### src/design/bsmv_pkg.sv
// Package for the 3x3 block sparse matrix-vector accumulate block.
// Holds shared types, operation and register codes, and sizing constants.
// No dependencies.
`default_nettype none

package bsmv_pkg;

  localparam int DIM               = 3;
  localparam int BLOCK_COLUMNS_DEF = 1024;
  localparam int ADDR_W_MAX        = 16;
  localparam int FIFO_DEPTH        = 4;
  localparam int FIFO_PTR_W        = $clog2(FIFO_DEPTH);
  localparam int FIFO_CNT_W        = $clog2(FIFO_DEPTH + 1);

  typedef enum logic [1:0] {
    OP_LOAD   = 2'd0,
    OP_ACC    = 2'd1,
    OP_FINISH = 2'd2
  } op_t;

  typedef enum logic [1:0] {
    CFG_LAYOUT = 2'd0,
    CFG_ALPHA  = 2'd1,
    CFG_BETA   = 2'd2,
    CFG_ORIGIN = 2'd3
  } cfg_idx_t;

  typedef struct packed {
    op_t                   kind;
    logic [1:0]            part;
    logic [ADDR_W_MAX-1:0] addr;
    logic [31:0]           val_a;
    logic [31:0]           val_b;
    logic [31:0]           val_c;
  } q_entry_t;

  typedef struct packed {
    logic        layout_column;
    logic [31:0] alpha_scale;
    logic [31:0] beta_scale;
  } scale_cfg_t;

endpackage

`default_nettype wire

### src/design/bsmv_front.sv
// Front end: accepts input words, drops ones that do nothing, resolves the
// block column address and queues the rest for the back end. Uses bsmv_pkg.
`default_nettype none

module bsmv_front import bsmv_pkg::*; #(
  parameter int BLOCK_COLUMNS = BLOCK_COLUMNS_DEF
) (
  input  wire logic        clk,
  input  wire logic        rst_n,
  input  wire logic        in_valid,
  output logic             in_stall,
  input  wire logic [1:0]  in_operation,
  input  wire logic [10:0] in_column_number,
  input  wire logic [1:0]  in_part,
  input  wire logic [31:0] in_value_a,
  input  wire logic [31:0] in_value_b,
  input  wire logic [31:0] in_value_c,
  input  wire logic        index_origin,
  input  wire logic        q_pop,
  output logic             q_valid,
  output q_entry_t         q_head
);

  logic [31:0] col_in;
  logic [31:0] col_acc;
  logic        part_ok;
  logic        keep;
  q_entry_t    ent;
  logic        push;

  q_entry_t              fifo_r [FIFO_DEPTH];
  logic [FIFO_PTR_W-1:0] wr_ptr_r, wr_ptr_nxt;
  logic [FIFO_PTR_W-1:0] rd_ptr_r, rd_ptr_nxt;
  logic [FIFO_CNT_W-1:0] count_r, count_nxt;

  assign col_in  = {21'b0, in_column_number};
  assign col_acc = col_in - {31'b0, index_origin};
  assign part_ok = (in_part < 2'(DIM));

  always_comb begin
    keep      = 1'b0;
    ent.kind  = op_t'(in_operation);
    ent.part  = in_part;
    ent.addr  = col_in[ADDR_W_MAX-1:0];
    ent.val_a = in_value_a;
    ent.val_b = in_value_b;
    ent.val_c = in_value_c;
    unique case (in_operation)
      OP_LOAD: begin
        keep = part_ok && (col_in < 32'(BLOCK_COLUMNS));
      end
      OP_ACC: begin
        keep     = part_ok && (col_in >= {31'b0, index_origin})
                   && (col_acc < 32'(BLOCK_COLUMNS));
        ent.addr = col_acc[ADDR_W_MAX-1:0];
      end
      OP_FINISH: begin
        keep = 1'b1;
      end
      default: begin
        keep = 1'b0;
      end
    endcase
  end

  // queue
  assign in_stall = (count_r == FIFO_CNT_W'(FIFO_DEPTH));
  assign push     = in_valid && !in_stall && keep;
  assign q_valid  = (count_r != '0);
  assign q_head   = fifo_r[rd_ptr_r];

  always_comb begin
    wr_ptr_nxt = push  ? wr_ptr_r + 1'b1 : wr_ptr_r;
    rd_ptr_nxt = q_pop ? rd_ptr_r + 1'b1 : rd_ptr_r;
    count_nxt  = count_r;
    if (push && !q_pop) begin
      count_nxt = count_r + 1'b1;
    end else if (!push && q_pop) begin
      count_nxt = count_r - 1'b1;
    end
  end

  always_ff @(posedge clk) begin
    if (!rst_n) begin
      wr_ptr_r <= '0;
      rd_ptr_r <= '0;
      count_r  <= '0;
    end else begin
      wr_ptr_r <= wr_ptr_nxt;
      rd_ptr_r <= rd_ptr_nxt;
      count_r  <= count_nxt;
    end
  end

  always_ff @(posedge clk) begin
    if (push) begin
      fifo_r[wr_ptr_r] <= ent;
    end
  end

  a_count_bound: assert property (@(posedge clk) disable iff (!rst_n)
    count_r <= FIFO_CNT_W'(FIFO_DEPTH))
    else $error("queue count over depth");

  a_pop_nonempty: assert property (@(posedge clk) disable iff (!rst_n)
    q_pop |-> (count_r != '0))
    else $error("pop from empty queue");

  a_push_grows: assert property (@(posedge clk) disable iff (!rst_n)
    (push && !q_pop) |=> (count_r == $past(count_r) + 1'b1))
    else $error("queue count did not grow on push");

endmodule

`default_nettype wire

### config.mk
export PLATFORM = sky130hd
export DESIGN_NAME = bsmv_front
export DESIGN_NICKNAME = d
export VERILOG_FILES = /design/src/design/bsmv_pkg.sv /design/src/design/bsmv_front.sv
export SDC_FILE = /design/constraint.sdc
export NUM_CORES = 1
export LEC_CHECK = 0
export BUFFER_PORTS_ARGS = -buffer_cell sky130_fd_sc_hd__buf_2
export CAP_MARGIN = 20
export CORE_MARGIN = 3
export CORE_UTILIZATION = 30
export DETAILED_ROUTE_END_ITERATION = 8
export PLACE_DENSITY_LB_ADDON = 0.1
export RECOVER_POWER = 50
export SLEW_MARGIN = 20
export SYNTH_ARGS = -nofsm -noshare
export SYNTH_HDL_FRONTEND = slang
export SYNTH_SLANG_ARGS = --single-unit
### constraint.sdc
create_clock -name clk -period 6.15 [get_ports clk]
set_clock_uncertainty 0.05 [all_clocks]
set_input_delay 0 -clock clk [delete_from_list [all_inputs] [get_ports clk]]
set_output_delay 0 -clock clk [all_outputs]
set_load 0.01 [all_outputs]
==> flow_metrics.env, run 1 <==
export IMPL_vias=8239
export IMPL_cts_sinks=457
export IMPL_hold_class="in -> reg"
export IMPL_sw_frac_of_total_pct=21.9
export IMPL_gr_usage_met3_pct=2.75
export IMPL_tns_ps=0
export IMPL_drc=0
export IMPL_post_cts_buffers=0
export IMPL_hold_start="in_value_b[2]"
export IMPL_overflow=0
export IMPL_max_stage_delay_ps=2170
export IMPL_worstSetupPathType="reg -> out"
export IMPL_start_util_pct=30.5
export IMPL_violations="max-capacitance violations, max-slew violations"
export IMPL_rows=86
export IMPL_synthArstFlopShare_pct=0
export IMPL_arrival_ps=4300
export IMPL_core_area_um2=55400
export IMPL_die_area_um2=59200
export IMPL_cts_tree="built"
export IMPL_tightest_slew_ps=2990
export IMPL_period_share_pct=70.7
export IMPL_finalPower_mw=7.48
export IMPL_dp_hpwl_um=22000
export IMPL_pre_cts_ws_ps=2770
export IMPL_clkLatencyLatePin_ps=570
export IMPL_p_switching_mw=1.64
export IMPL_p_leak_nw=6.93
export IMPL_synth_area_um2=16900
export IMPL_grt_max_degree=67
export IMPL_drtIter0Drc=379
export IMPL_final_setup_worst_slack_ps=1800
export IMPL_antenna_found_initial=0
export IMPL_antenna_left=0
export IMPL_fillers=5102
export IMPL_layout_nets=1191
export IMPL_synth_seq_cells=457
export IMPL_dp_cells=1644
export IMPL_critPathTopFamily="buffers and inverters"
export IMPL_grt_busiest_layer="met2"
export IMPL_power_density_nw_per_um2=344
export IMPL_finalWirelength_um=38300
export IMPL_cts_max_level=2
export IMPL_cp_num_buf_inv=2
export IMPL_die_x_um=243
export IMPL_critPathLaunchType="register"
export IMPL_internal_power_mw=5.84
export IMPL_fin_util_pct=39.2
export IMPL_vias_per_cell=4.44
export IMPL_cp_end_kind="output pin"
export IMPL_reg2reg_from="count_r[0]"
export IMPL_max_freq_ghz=0.230
export IMPL_layout_min_cycle_time_ps=4350
export IMPL_path_cells="clkbuf_1 -> mux4_2 -> clkbuf_1"
export IMPL_cts_root_buf="clkbuf_16"
export IMPL_synth_flop_cell="edfxtp_1"
export IMPL_grt_pass1_wl_um=57900
export IMPL_avgSynthCellArea_um2=24.7
export IMPL_io_pins=234
export IMPL_yosysSeqAreaShare_pct=80.7
export IMPL_cts_resized=0
export IMPL_cp_max_fo=42
export IMPL_crit_top_cell="clkbuf_1"
export IMPL_cts_buffers_inserted=51
export IMPL_setup_viol=0
export IMPL_rsz0062_at_grt="no"
export IMPL_drive_gt1_share_pct=25.8
export IMPL_wl_per_cell_um=20.6
export IMPL_dr_pass1_iters=4
export IMPL_synth_warnings=0
export IMPL_finalHoldViolCount=0
export IMPL_fin_cells=1856
export IMPL_cts_max_path_buffers=3
export IMPL_grt_pass1_vias=9068
export IMPL_power_frac_seq_pct=48.2
export IMPL_synthToLayoutAreaGrowth_pct=28.6
export IMPL_io_buffers=233
export IMPL_cts_clk_slew_worst_paths_ps=60
export IMPL_required_ps=6100
export IMPL_gp_congestion=0.697
export IMPL_syn_num_nets=809
export IMPL_synthCells=685
export IMPL_slew_violations=65
export IMPL_slowest_stage="clkbuf_1"
export IMPL_slew_headroom_pct=-99.2
export IMPL_die_h_um=243
export IMPL_max_cap_violations=2
export IMPL_hold_buffers=118
export IMPL_grt_use_met2_pct=21.1
export IMPL_status="complete, but fails checks"
export IMPL_diodes=0
export IMPL_groute_layer_met1_usage_pct=17.6
export IMPL_pwr_share_comb_pct=10.0
export IMPL_grt_total_usage_pct=13.0
export IMPL_synthDistinctLibCells=38
export IMPL_ir_drop_v=0.000187
export IMPL_pwr_share_clk_pct=41.8
export IMPL_synth_edf_count=448
-- logic make-up after synthesis --
group	synth area share, %
xor gates and xnor gates	0.622
and+or+nand+nor	1.46
buffers and inverters	0.999
DFF	80.7
adders and majority gates	0.637
muxes	15.0
AOI/OAI and AO/OA	0.637
-- state kept, by name, indices dropped and copies added, names as in the netlist, named ones only --
| name | count |
|---|---|
| fifo_r | 448 |
| count_r | 3 |
| wr_ptr_r | 2 |
| rd_ptr_r | 2 |
-- cell type report --
type	count	area, um^2	area share, %
Inverter	8	30.0	0.138
Clock inverter	30	372	1.71
Multi-Input combinational cell	190	3120	14.3
Sequential cell	457	13600	62.7
Timing Repair Buffer	359	2280	10.5
Tap cell	748	936	4.31
Clock buffer	64	1370	6.29
-- synth_stat cells, drive strengths merged (6+ instances only) --
cell      n  area share, %
dfxtp     9            1.1
xor2      9           0.47
mux4    112             15
ha        7           0.52
nor2     10           0.22
clkbuf   14           0.31
edfxtp  448             80
buf      16           0.51
nand2     8           0.18
inv       8           0.18
o21ai     6           0.18
-- power groups by stage --
stage          Clock (mW)  Combinational, mW  Sequential, mW
3_5_place_dp            0              0.730            3.67
3_3_place_gp            0              0.728            3.67
6_report             3.13              0.747            3.61
5_1_grt              3.35              0.817            3.62
4_1_cts              3.24              0.795            3.61
2_1_floorplan           0              0.414            3.66
-- placed cells by master, fill, tap and decap left out, types with 3 or more instances in the layout --
cell           count
edfxtp_1         448
nor2_1            10
clkinv_2           5
dlygate4sd3_1    118
inv_1              8
nand2_1            8
xor2_1             9
clkbuf_16         53
bufinv_16          9
clkinv_1          12
buf_12             5
buf_2             81
clkbuf_1         164
mux4_2           112
xnor2_1            3
o21ai_0            5
a21oi_1            4
dfxtp_1            8
and3_4             4
clkinvlp_4         3
ha_1               7
-- layer usage --
layer | vias up | wire (um)
met5 | - | 0
met4 | 0 | 871
met3 | 61 | 2000
met2 | 178 | 18400
met1 | 4316 | 17000
li1 | 3684 | -
-- per-stage QoR --
step,area (um^2),hold slack [ps]
3_3_place_gp,19000,170
5_1_grt,21700,171
4_1_cts,21900,72.6
6_report,21700,177
2_1_floorplan,16900,48.9
3_5_place_dp,19000,169
-- final timing paths --
| path | end | slack, ps | depth (start not counted) |
|---|---|---|---|
| hold reg to reg | count_r[2] | 450 | 2 |
| setup reg to reg | fifo_r[2][74] | 3580 | 4 |
| hold / removal | fifo_r[1][34] | 180 | 2 |
| setup / recovery | q_head[113] | 1800 | 3 |
Power figures use the tool's default switching activity.
==> run 2, diff against run 1 <==
==> constraint.sdc (replaced) <==
create_clock -name clk -period 4.2 [get_ports clk]
set_clock_uncertainty 0.05 [all_clocks]
set_input_delay 0 -clock clk [delete_from_list [all_inputs] [get_ports clk]]
set_output_delay 0 -clock clk [all_outputs]
set_load 0.01 [all_outputs]
==> run 2 against run 1 <==
Effect of this change: the flow now finishes without violations; non-clock buffer count grew 7; clock power rose by 30%; flip-flop and latch count did not move; sequential share of layout area increased by 0.23 points; combinational power is 46% higher; highest routed layer unchanged; utilization decreased by 0.14 points; via count increased by 0.38%.
==> flow_metrics.env, run 2 (synthesized netlist as in run 1, its figures left out) <==
export IMPL_status="finished clean"
export IMPL_drc=0
export IMPL_cts_max_path_buffers=3
export IMPL_cts_tree="built"
export IMPL_required_ps=4370
export IMPL_ir_drop_v=0.000296
export IMPL_reg_top3="fifo_r (448), count_r (3)"
export IMPL_io_pins=234
export IMPL_seq_area_um2=13600
export IMPL_core_area_um2=55400
export IMPL_cts_sinks=457
export IMPL_path_cells="dlygate4sd3_1 -> clkbuf_1 -> inv_1 -> ha_1 -> ha_1 -> nand4bb_1 -> or4_1 -> o221ai_1 -> and3_1 -> buf_12"
export IMPL_largest_reg_flops=448
export IMPL_period_share_pct=83.5
export IMPL_final_common_cell="edfxtp_1"
export IMPL_antenna_left=0
export IMPL_wl_per_cell_um=20.2
export IMPL_cts_clk_slew_worst_paths_ps=50
export IMPL_drtIter0Drc=289
export IMPL_die_h_um=243
export IMPL_hold_class="in -> reg"
export IMPL_cts_root_buf="clkbuf_16"
export IMPL_finalWirelength_um=37600
export IMPL_max_freq_ghz=0.285
export IMPL_dr_pass1_iters=4
export IMPL_worstSetupPathType="in -> reg"
export IMPL_cts_max_level=2
export IMPL_slew_headroom_pct=5.43
export IMPL_arrival_ps=3670
export IMPL_dp_hpwl_um=22300
export IMPL_max_cap_violations=0
export IMPL_grt_total_usage_pct=12.8
export IMPL_critPathLaunchType="input pin"
export IMPL_tns_ps=0
export IMPL_die_x_um=243
export IMPL_grt_pass1_wl_um=57500
export IMPL_final_setup_worst_slack_ps=693
export IMPL_cp_num_buf_inv=4
export IMPL_vias_per_cell=4.43
export IMPL_setup_viol=0
export IMPL_tightest_slew_ps=1420
export IMPL_drive_gt1_share_pct=27.2
export IMPL_post_cts_buffers=0
export IMPL_overflow=0
export IMPL_cts_buffers_inserted=52
export IMPL_pre_cts_ws_ps=955
export IMPL_dp_cells=1651
export IMPL_layout_nets=1199
export IMPL_start_util_pct=30.5
export IMPL_slew_violations=0
export IMPL_max_stage_delay_ps=850
export IMPL_vias=8270
export IMPL_slowest_stage="and3_1"
export IMPL_die_area_um2=59200
export IMPL_final_cell_mix="edfxtp_1 (448), clkbuf_1 (152), dlygate4sd3_1 (118), mux4_2 (112), buf_2 (96)"
export IMPL_antenna_found_initial=3
export IMPL_rows=86
export IMPL_cp_end_kind="register"
export IMPL_multi_input_area_um2=3090
export IMPL_p_leak_nw=6.93
export IMPL_critPathTopFamily="simple AND/OR/NAND/NOR gates"
export IMPL_synthToLayoutAreaGrowth_pct=28.1
export IMPL_power_density_nw_per_um2=482
export IMPL_crit_top_cell="ha_1"
export IMPL_io_buffers=233
export IMPL_top_register="fifo_r"
export IMPL_fillers=5088
export IMPL_layout_min_cycle_time_ps=3510
export IMPL_rsz0062_at_grt="no"
export IMPL_grt_pass1_vias=9056
export IMPL_gp_congestion=0.679
export IMPL_finalHoldViolCount=0
export IMPL_cp_max_fo=59
export IMPL_grt_max_degree=62
export IMPL_fin_cells=1866
export IMPL_clkLatencyLatePin_ps=570
run 2: cell count changes in the layout (fill, tap and decap cells not counted), moves of 2 or more:
cell and change:
buf_2 +15, buf_4 +2, buf_12 +6, bufinv_16 -9, diode_2 +3, clkbuf_1 -12, inv_6 +2, clkbuf_8 +2
clkinv_2 +2
run 2: layer usage:
layer  vias up  GRT usage, %  share of wire (%)
met5         -             0                  0
met4         0          3.83                2.2
met3        56          3.66                6.2
met2       185          21.6                 49
met1      4319          16.2                 43
li1       3710             -                  -
run 2: timing repair:
action / 4_1_cts / 5_1_grt
hold buffers: 118 / 0
endpoints found under the hold margin: 457 / 0
gates resized for setup: 0 / 0
run 2: report_power, final:
part           internal, mW  switching (mW)  total [mW]  leakage (nW)
sequential             5.21          0.0756        5.29          4.14
combinational         0.509           0.580        1.09          2.05
clock                  2.34            1.72        4.06         0.742
run 2: metrics by stage:
| step | hold WS, ps | cell area (um^2) | util [%] | total power, mW |
|---|---|---|---|---|
| after global placement | 169 | 19100 | 34.5 | 6.45 |
| after CTS | 71.0 | 21800 | 39.4 | 10.7 |
| final | 176 | 21700 | 39.1 | 10.4 |
| after global routing | 170 | 21700 | 39.1 | 10.9 |
| after detailed placement | 168 | 19100 | 34.5 | 6.45 |
| after floorplan | 48.9 | 16900 | - | 5.95 |
run 2: area by class of cell:
| type | instances | share of cell area (%) |
|---|---|---|
| multi-input combinational | 190 | 14.3 |
| inverter | 8 | 0.139 |
| tap | 748 | 4.32 |
| antenna | 3 | 0.0347 |
| clock buffer | 70 | 6.51 |
| clock inverter | 24 | 0.537 |
| timing repair buffer | 366 | 11.2 |
| sequential | 457 | 63.0 |
run 2: worst paths after layout:
| path | start | endpoint | slack [ps] | depth (start not counted) |
|---|---|---|---|---|
| setup / recovery | in_column_number[0] | fifo_r[2][44] | 690 | 10 |
| hold / removal | in_value_c[22] | fifo_r[3][22] | 180 | 2 |
| setup reg to reg | count_r[0] | fifo_r[2][44] | 1650 | 4 |
| hold reg to reg | count_r[2] | count_r[2] | 470 | 2 |
run 2: worst register-to-register path, cell delays in order, from the launching register on:
cell,delay (ps)
dfxtp_1,400
nor3b_1,120
and2b_1,340
and3_1,800
buf_12,430
==> run 3, diff against run 2 <==
==> constraint.sdc (replaced) <==
create_clock -name clk -period 3.3 [get_ports clk]
set_clock_uncertainty 0.05 [all_clocks]
set_input_delay 0 -clock clk [delete_from_list [all_inputs] [get_ports clk]]
set_output_delay 0 -clock clk [all_outputs]
set_load 0.01 [all_outputs]
==> run 3 against run 2 <==
Effect of this change: sequential share of layout area shrank 0.78 points; wire length grew 1.8%; final cell count grew 0.48%; combinational power grew 32%; critical path depth grew 2; hold slack lost 7.6 ps; global-route usage grew 0.24 points; final area grew 1.3%; via count grew 0.68%; critical endpoint is now count_r[2]; largest cell class unchanged.
==> flow_metrics.env, run 3 (synthesized netlist as in run 1, its figures left out) <==
export IMPL_min_to="fifo_r[3][21]"
export IMPL_cp_max_fo=6
export IMPL_cts_buffers_inserted=50
export IMPL_vias_per_cell=4.44
export IMPL_io_pins=234
export IMPL_required_ps=3750
export IMPL_finalWirelength_um=38300
export IMPL_cts_tree="built"
export IMPL_cp_end_kind="register"
export IMPL_core_area_um2=55400
export IMPL_power_frac_seq_pct=48.9
export IMPL_cts_max_level=2
export IMPL_die_h_um=243
export IMPL_worstSetupPathType="in -> reg"
export IMPL_period_share_pct=92.5
export IMPL_ir_drop_v=0.000339
export IMPL_whs_ps=169
export IMPL_multi_input_area_um2=3120
export IMPL_largest_reg_flops=448
export IMPL_r2r_cells=9
export IMPL_pwr_share_clk_pct=40.6
export IMPL_p_switching_mw=3.07
export IMPL_cts_root_buf="clkbuf_16"
export IMPL_antenna_left=0
export IMPL_clkLatencyLatePin_ps=570
export IMPL_reg2reg_to="count_r[2]"
export IMPL_reg2reg_setup_slack_ps=970
export IMPL_die_area_um2=59200
export IMPL_die_x_um=243
export IMPL_cts_clk_slew_worst_paths_ps=60
export IMPL_grt_total_usage_pct=13.1
export IMPL_io_buffers=233
export IMPL_rsz0062_at_grt="no"
export IMPL_finalHoldViolCount=0
export IMPL_drtIter0Drc=332
export IMPL_final_common_cell="edfxtp_1"
export IMPL_setup_viol=0
export IMPL_sw_frac_of_total_pct=22.4
export IMPL_start_util_pct=30.5
export IMPL_grt_pass1_vias=9195
export IMPL_post_cts_buffers=0
export IMPL_pwr_share_comb_pct=10.5
export IMPL_max_cap_violations=0
export IMPL_gp_congestion=0.684
export IMPL_pre_cts_ws_ps=213
export IMPL_holdPathStages=2
export IMPL_hold_class="in -> reg"
export IMPL_p_leak_nw=6.99
export IMPL_final_setup_worst_slack_ps=247
export IMPL_slew_violations=0
export IMPL_synthToLayoutAreaGrowth_pct=29.8
export IMPL_drc=0
export IMPL_fin_util_pct=39.6
export IMPL_grt_pass1_wl_um=58500
export IMPL_power_density_nw_per_um2=625
export IMPL_place_area_um2=19300
export IMPL_reg_top3="fifo_r (448), count_r (3)"
export IMPL_fillers=5073
export IMPL_final_cell_mix="edfxtp_1 (448), clkbuf_1 (174), dlygate4sd3_1 (118), mux4_2 (112), buf_2 (74)"
export IMPL_tns_ps=0
export IMPL_arrival_ps=3500
export IMPL_overflow=0
export IMPL_layout_min_cycle_time_ps=3050
export IMPL_top_register="fifo_r"
export IMPL_tightest_slew_ps=1140
export IMPL_internal_power_mw=10.6
export IMPL_slew_headroom_pct=24.2
export IMPL_critPathLaunchType="input pin"
export IMPL_status="finished clean"
export IMPL_layout_nets=1206
export IMPL_antenna_found_initial=2
export IMPL_wl_per_cell_um=20.4
export IMPL_fin_area_um2=21900
export IMPL_max_freq_ghz=0.328
export IMPL_rows=86
export IMPL_dr_pass1_iters=5
export IMPL_cts_max_path_buffers=3
export IMPL_vias=8326
export IMPL_reg2reg_from="count_r[0]"
export IMPL_hold_start="in_value_c[21]"
export IMPL_seq_area_um2=13600
export IMPL_drive_gt1_share_pct=26.6
export IMPL_cts_sinks=457
export IMPL_dp_hpwl_um=22900
export IMPL_grt_max_degree=74
## run 3: changes by cell type in the layout (fill, tap and decap cells not counted), sizes merged
cell	previous run	this run
bufinv	0	6
clkinv	20	16
buf	111	96
clkinvlp	2	4
clkbuf	207	227
## run 3: area by class of cell
| class | instances | share of cell area, % |
|---|---|---|
| Sequential cell | 457 | 62.2 |
| Multi-Input combinational cell | 190 | 14.2 |
| Timing Repair Buffer | 375 | 11.6 |
| Clock buffer | 66 | 6.12 |
| Tap cell | 748 | 4.27 |
| Clock inverter | 28 | 1.43 |
| Inverter | 8 | 0.137 |
| Antenna cell | 3 | 0.0342 |
## run 3: worst max path at each step
stage                   startpoint            to  slack (ps)  cells after the start
5_1_grt        in_column_number[0]    count_r[2]          90                     15
3_5_place_dp   in_column_number[0]    count_r[2]         210                     14
4_1_cts        in_column_number[4]    count_r[2]         280                     12
3_3_place_gp   in_column_number[4]    count_r[2]         250                     11
2_1_floorplan  in_column_number[4]  fifo_r[0][0]          50                      5
6_report       in_column_number[4]    count_r[2]         250                     12
## run 3: power groups by stage
stage | registers, mW | clock network, mW | logic, mW
floorplan | 6.80 | 0 | 0.773
global placement | 6.83 | 0 | 1.42
detailed placement | 6.83 | 0 | 1.43
CTS | 6.71 | 5.77 | 1.55
global route | 6.72 | 6.02 | 1.59
finish | 6.70 | 5.57 | 1.44
## run 3: metal layers
layer  part of all wire (%)  vias to the layer above  track usage, %
met5                      0                        -               0
met4                    2.1                        0            3.80
met3                    6.5                       58            3.76
met2                     49                      183            21.9
met1                     43                     4357            16.7
li1                       -                     3728               -
## run 3: through the flow
step	power, mW	std cells
2_1_floorplan	7.58	685
6_report	13.7	1875
4_1_cts	14.0	1872
3_3_place_gp	8.25	1660
5_1_grt	14.3	1873
3_5_place_dp	8.26	1660
## run 3: critical path, cell delays in order
cell	delay (ps)
dlygate4sd3_1	530
clkbuf_1	130
or4_1	650
or4_4	600
o221a_2	180
nor2_1	150
ha_1	200
inv_1	60
fa_1	370
xor2_1	170
or3_1	310
a21oi_1	140
## run 3: what timing repair did
action,in CTS,in global routing
resized for setup,0,0
hold endpoints to repair,457,0
hold buffers,118,0
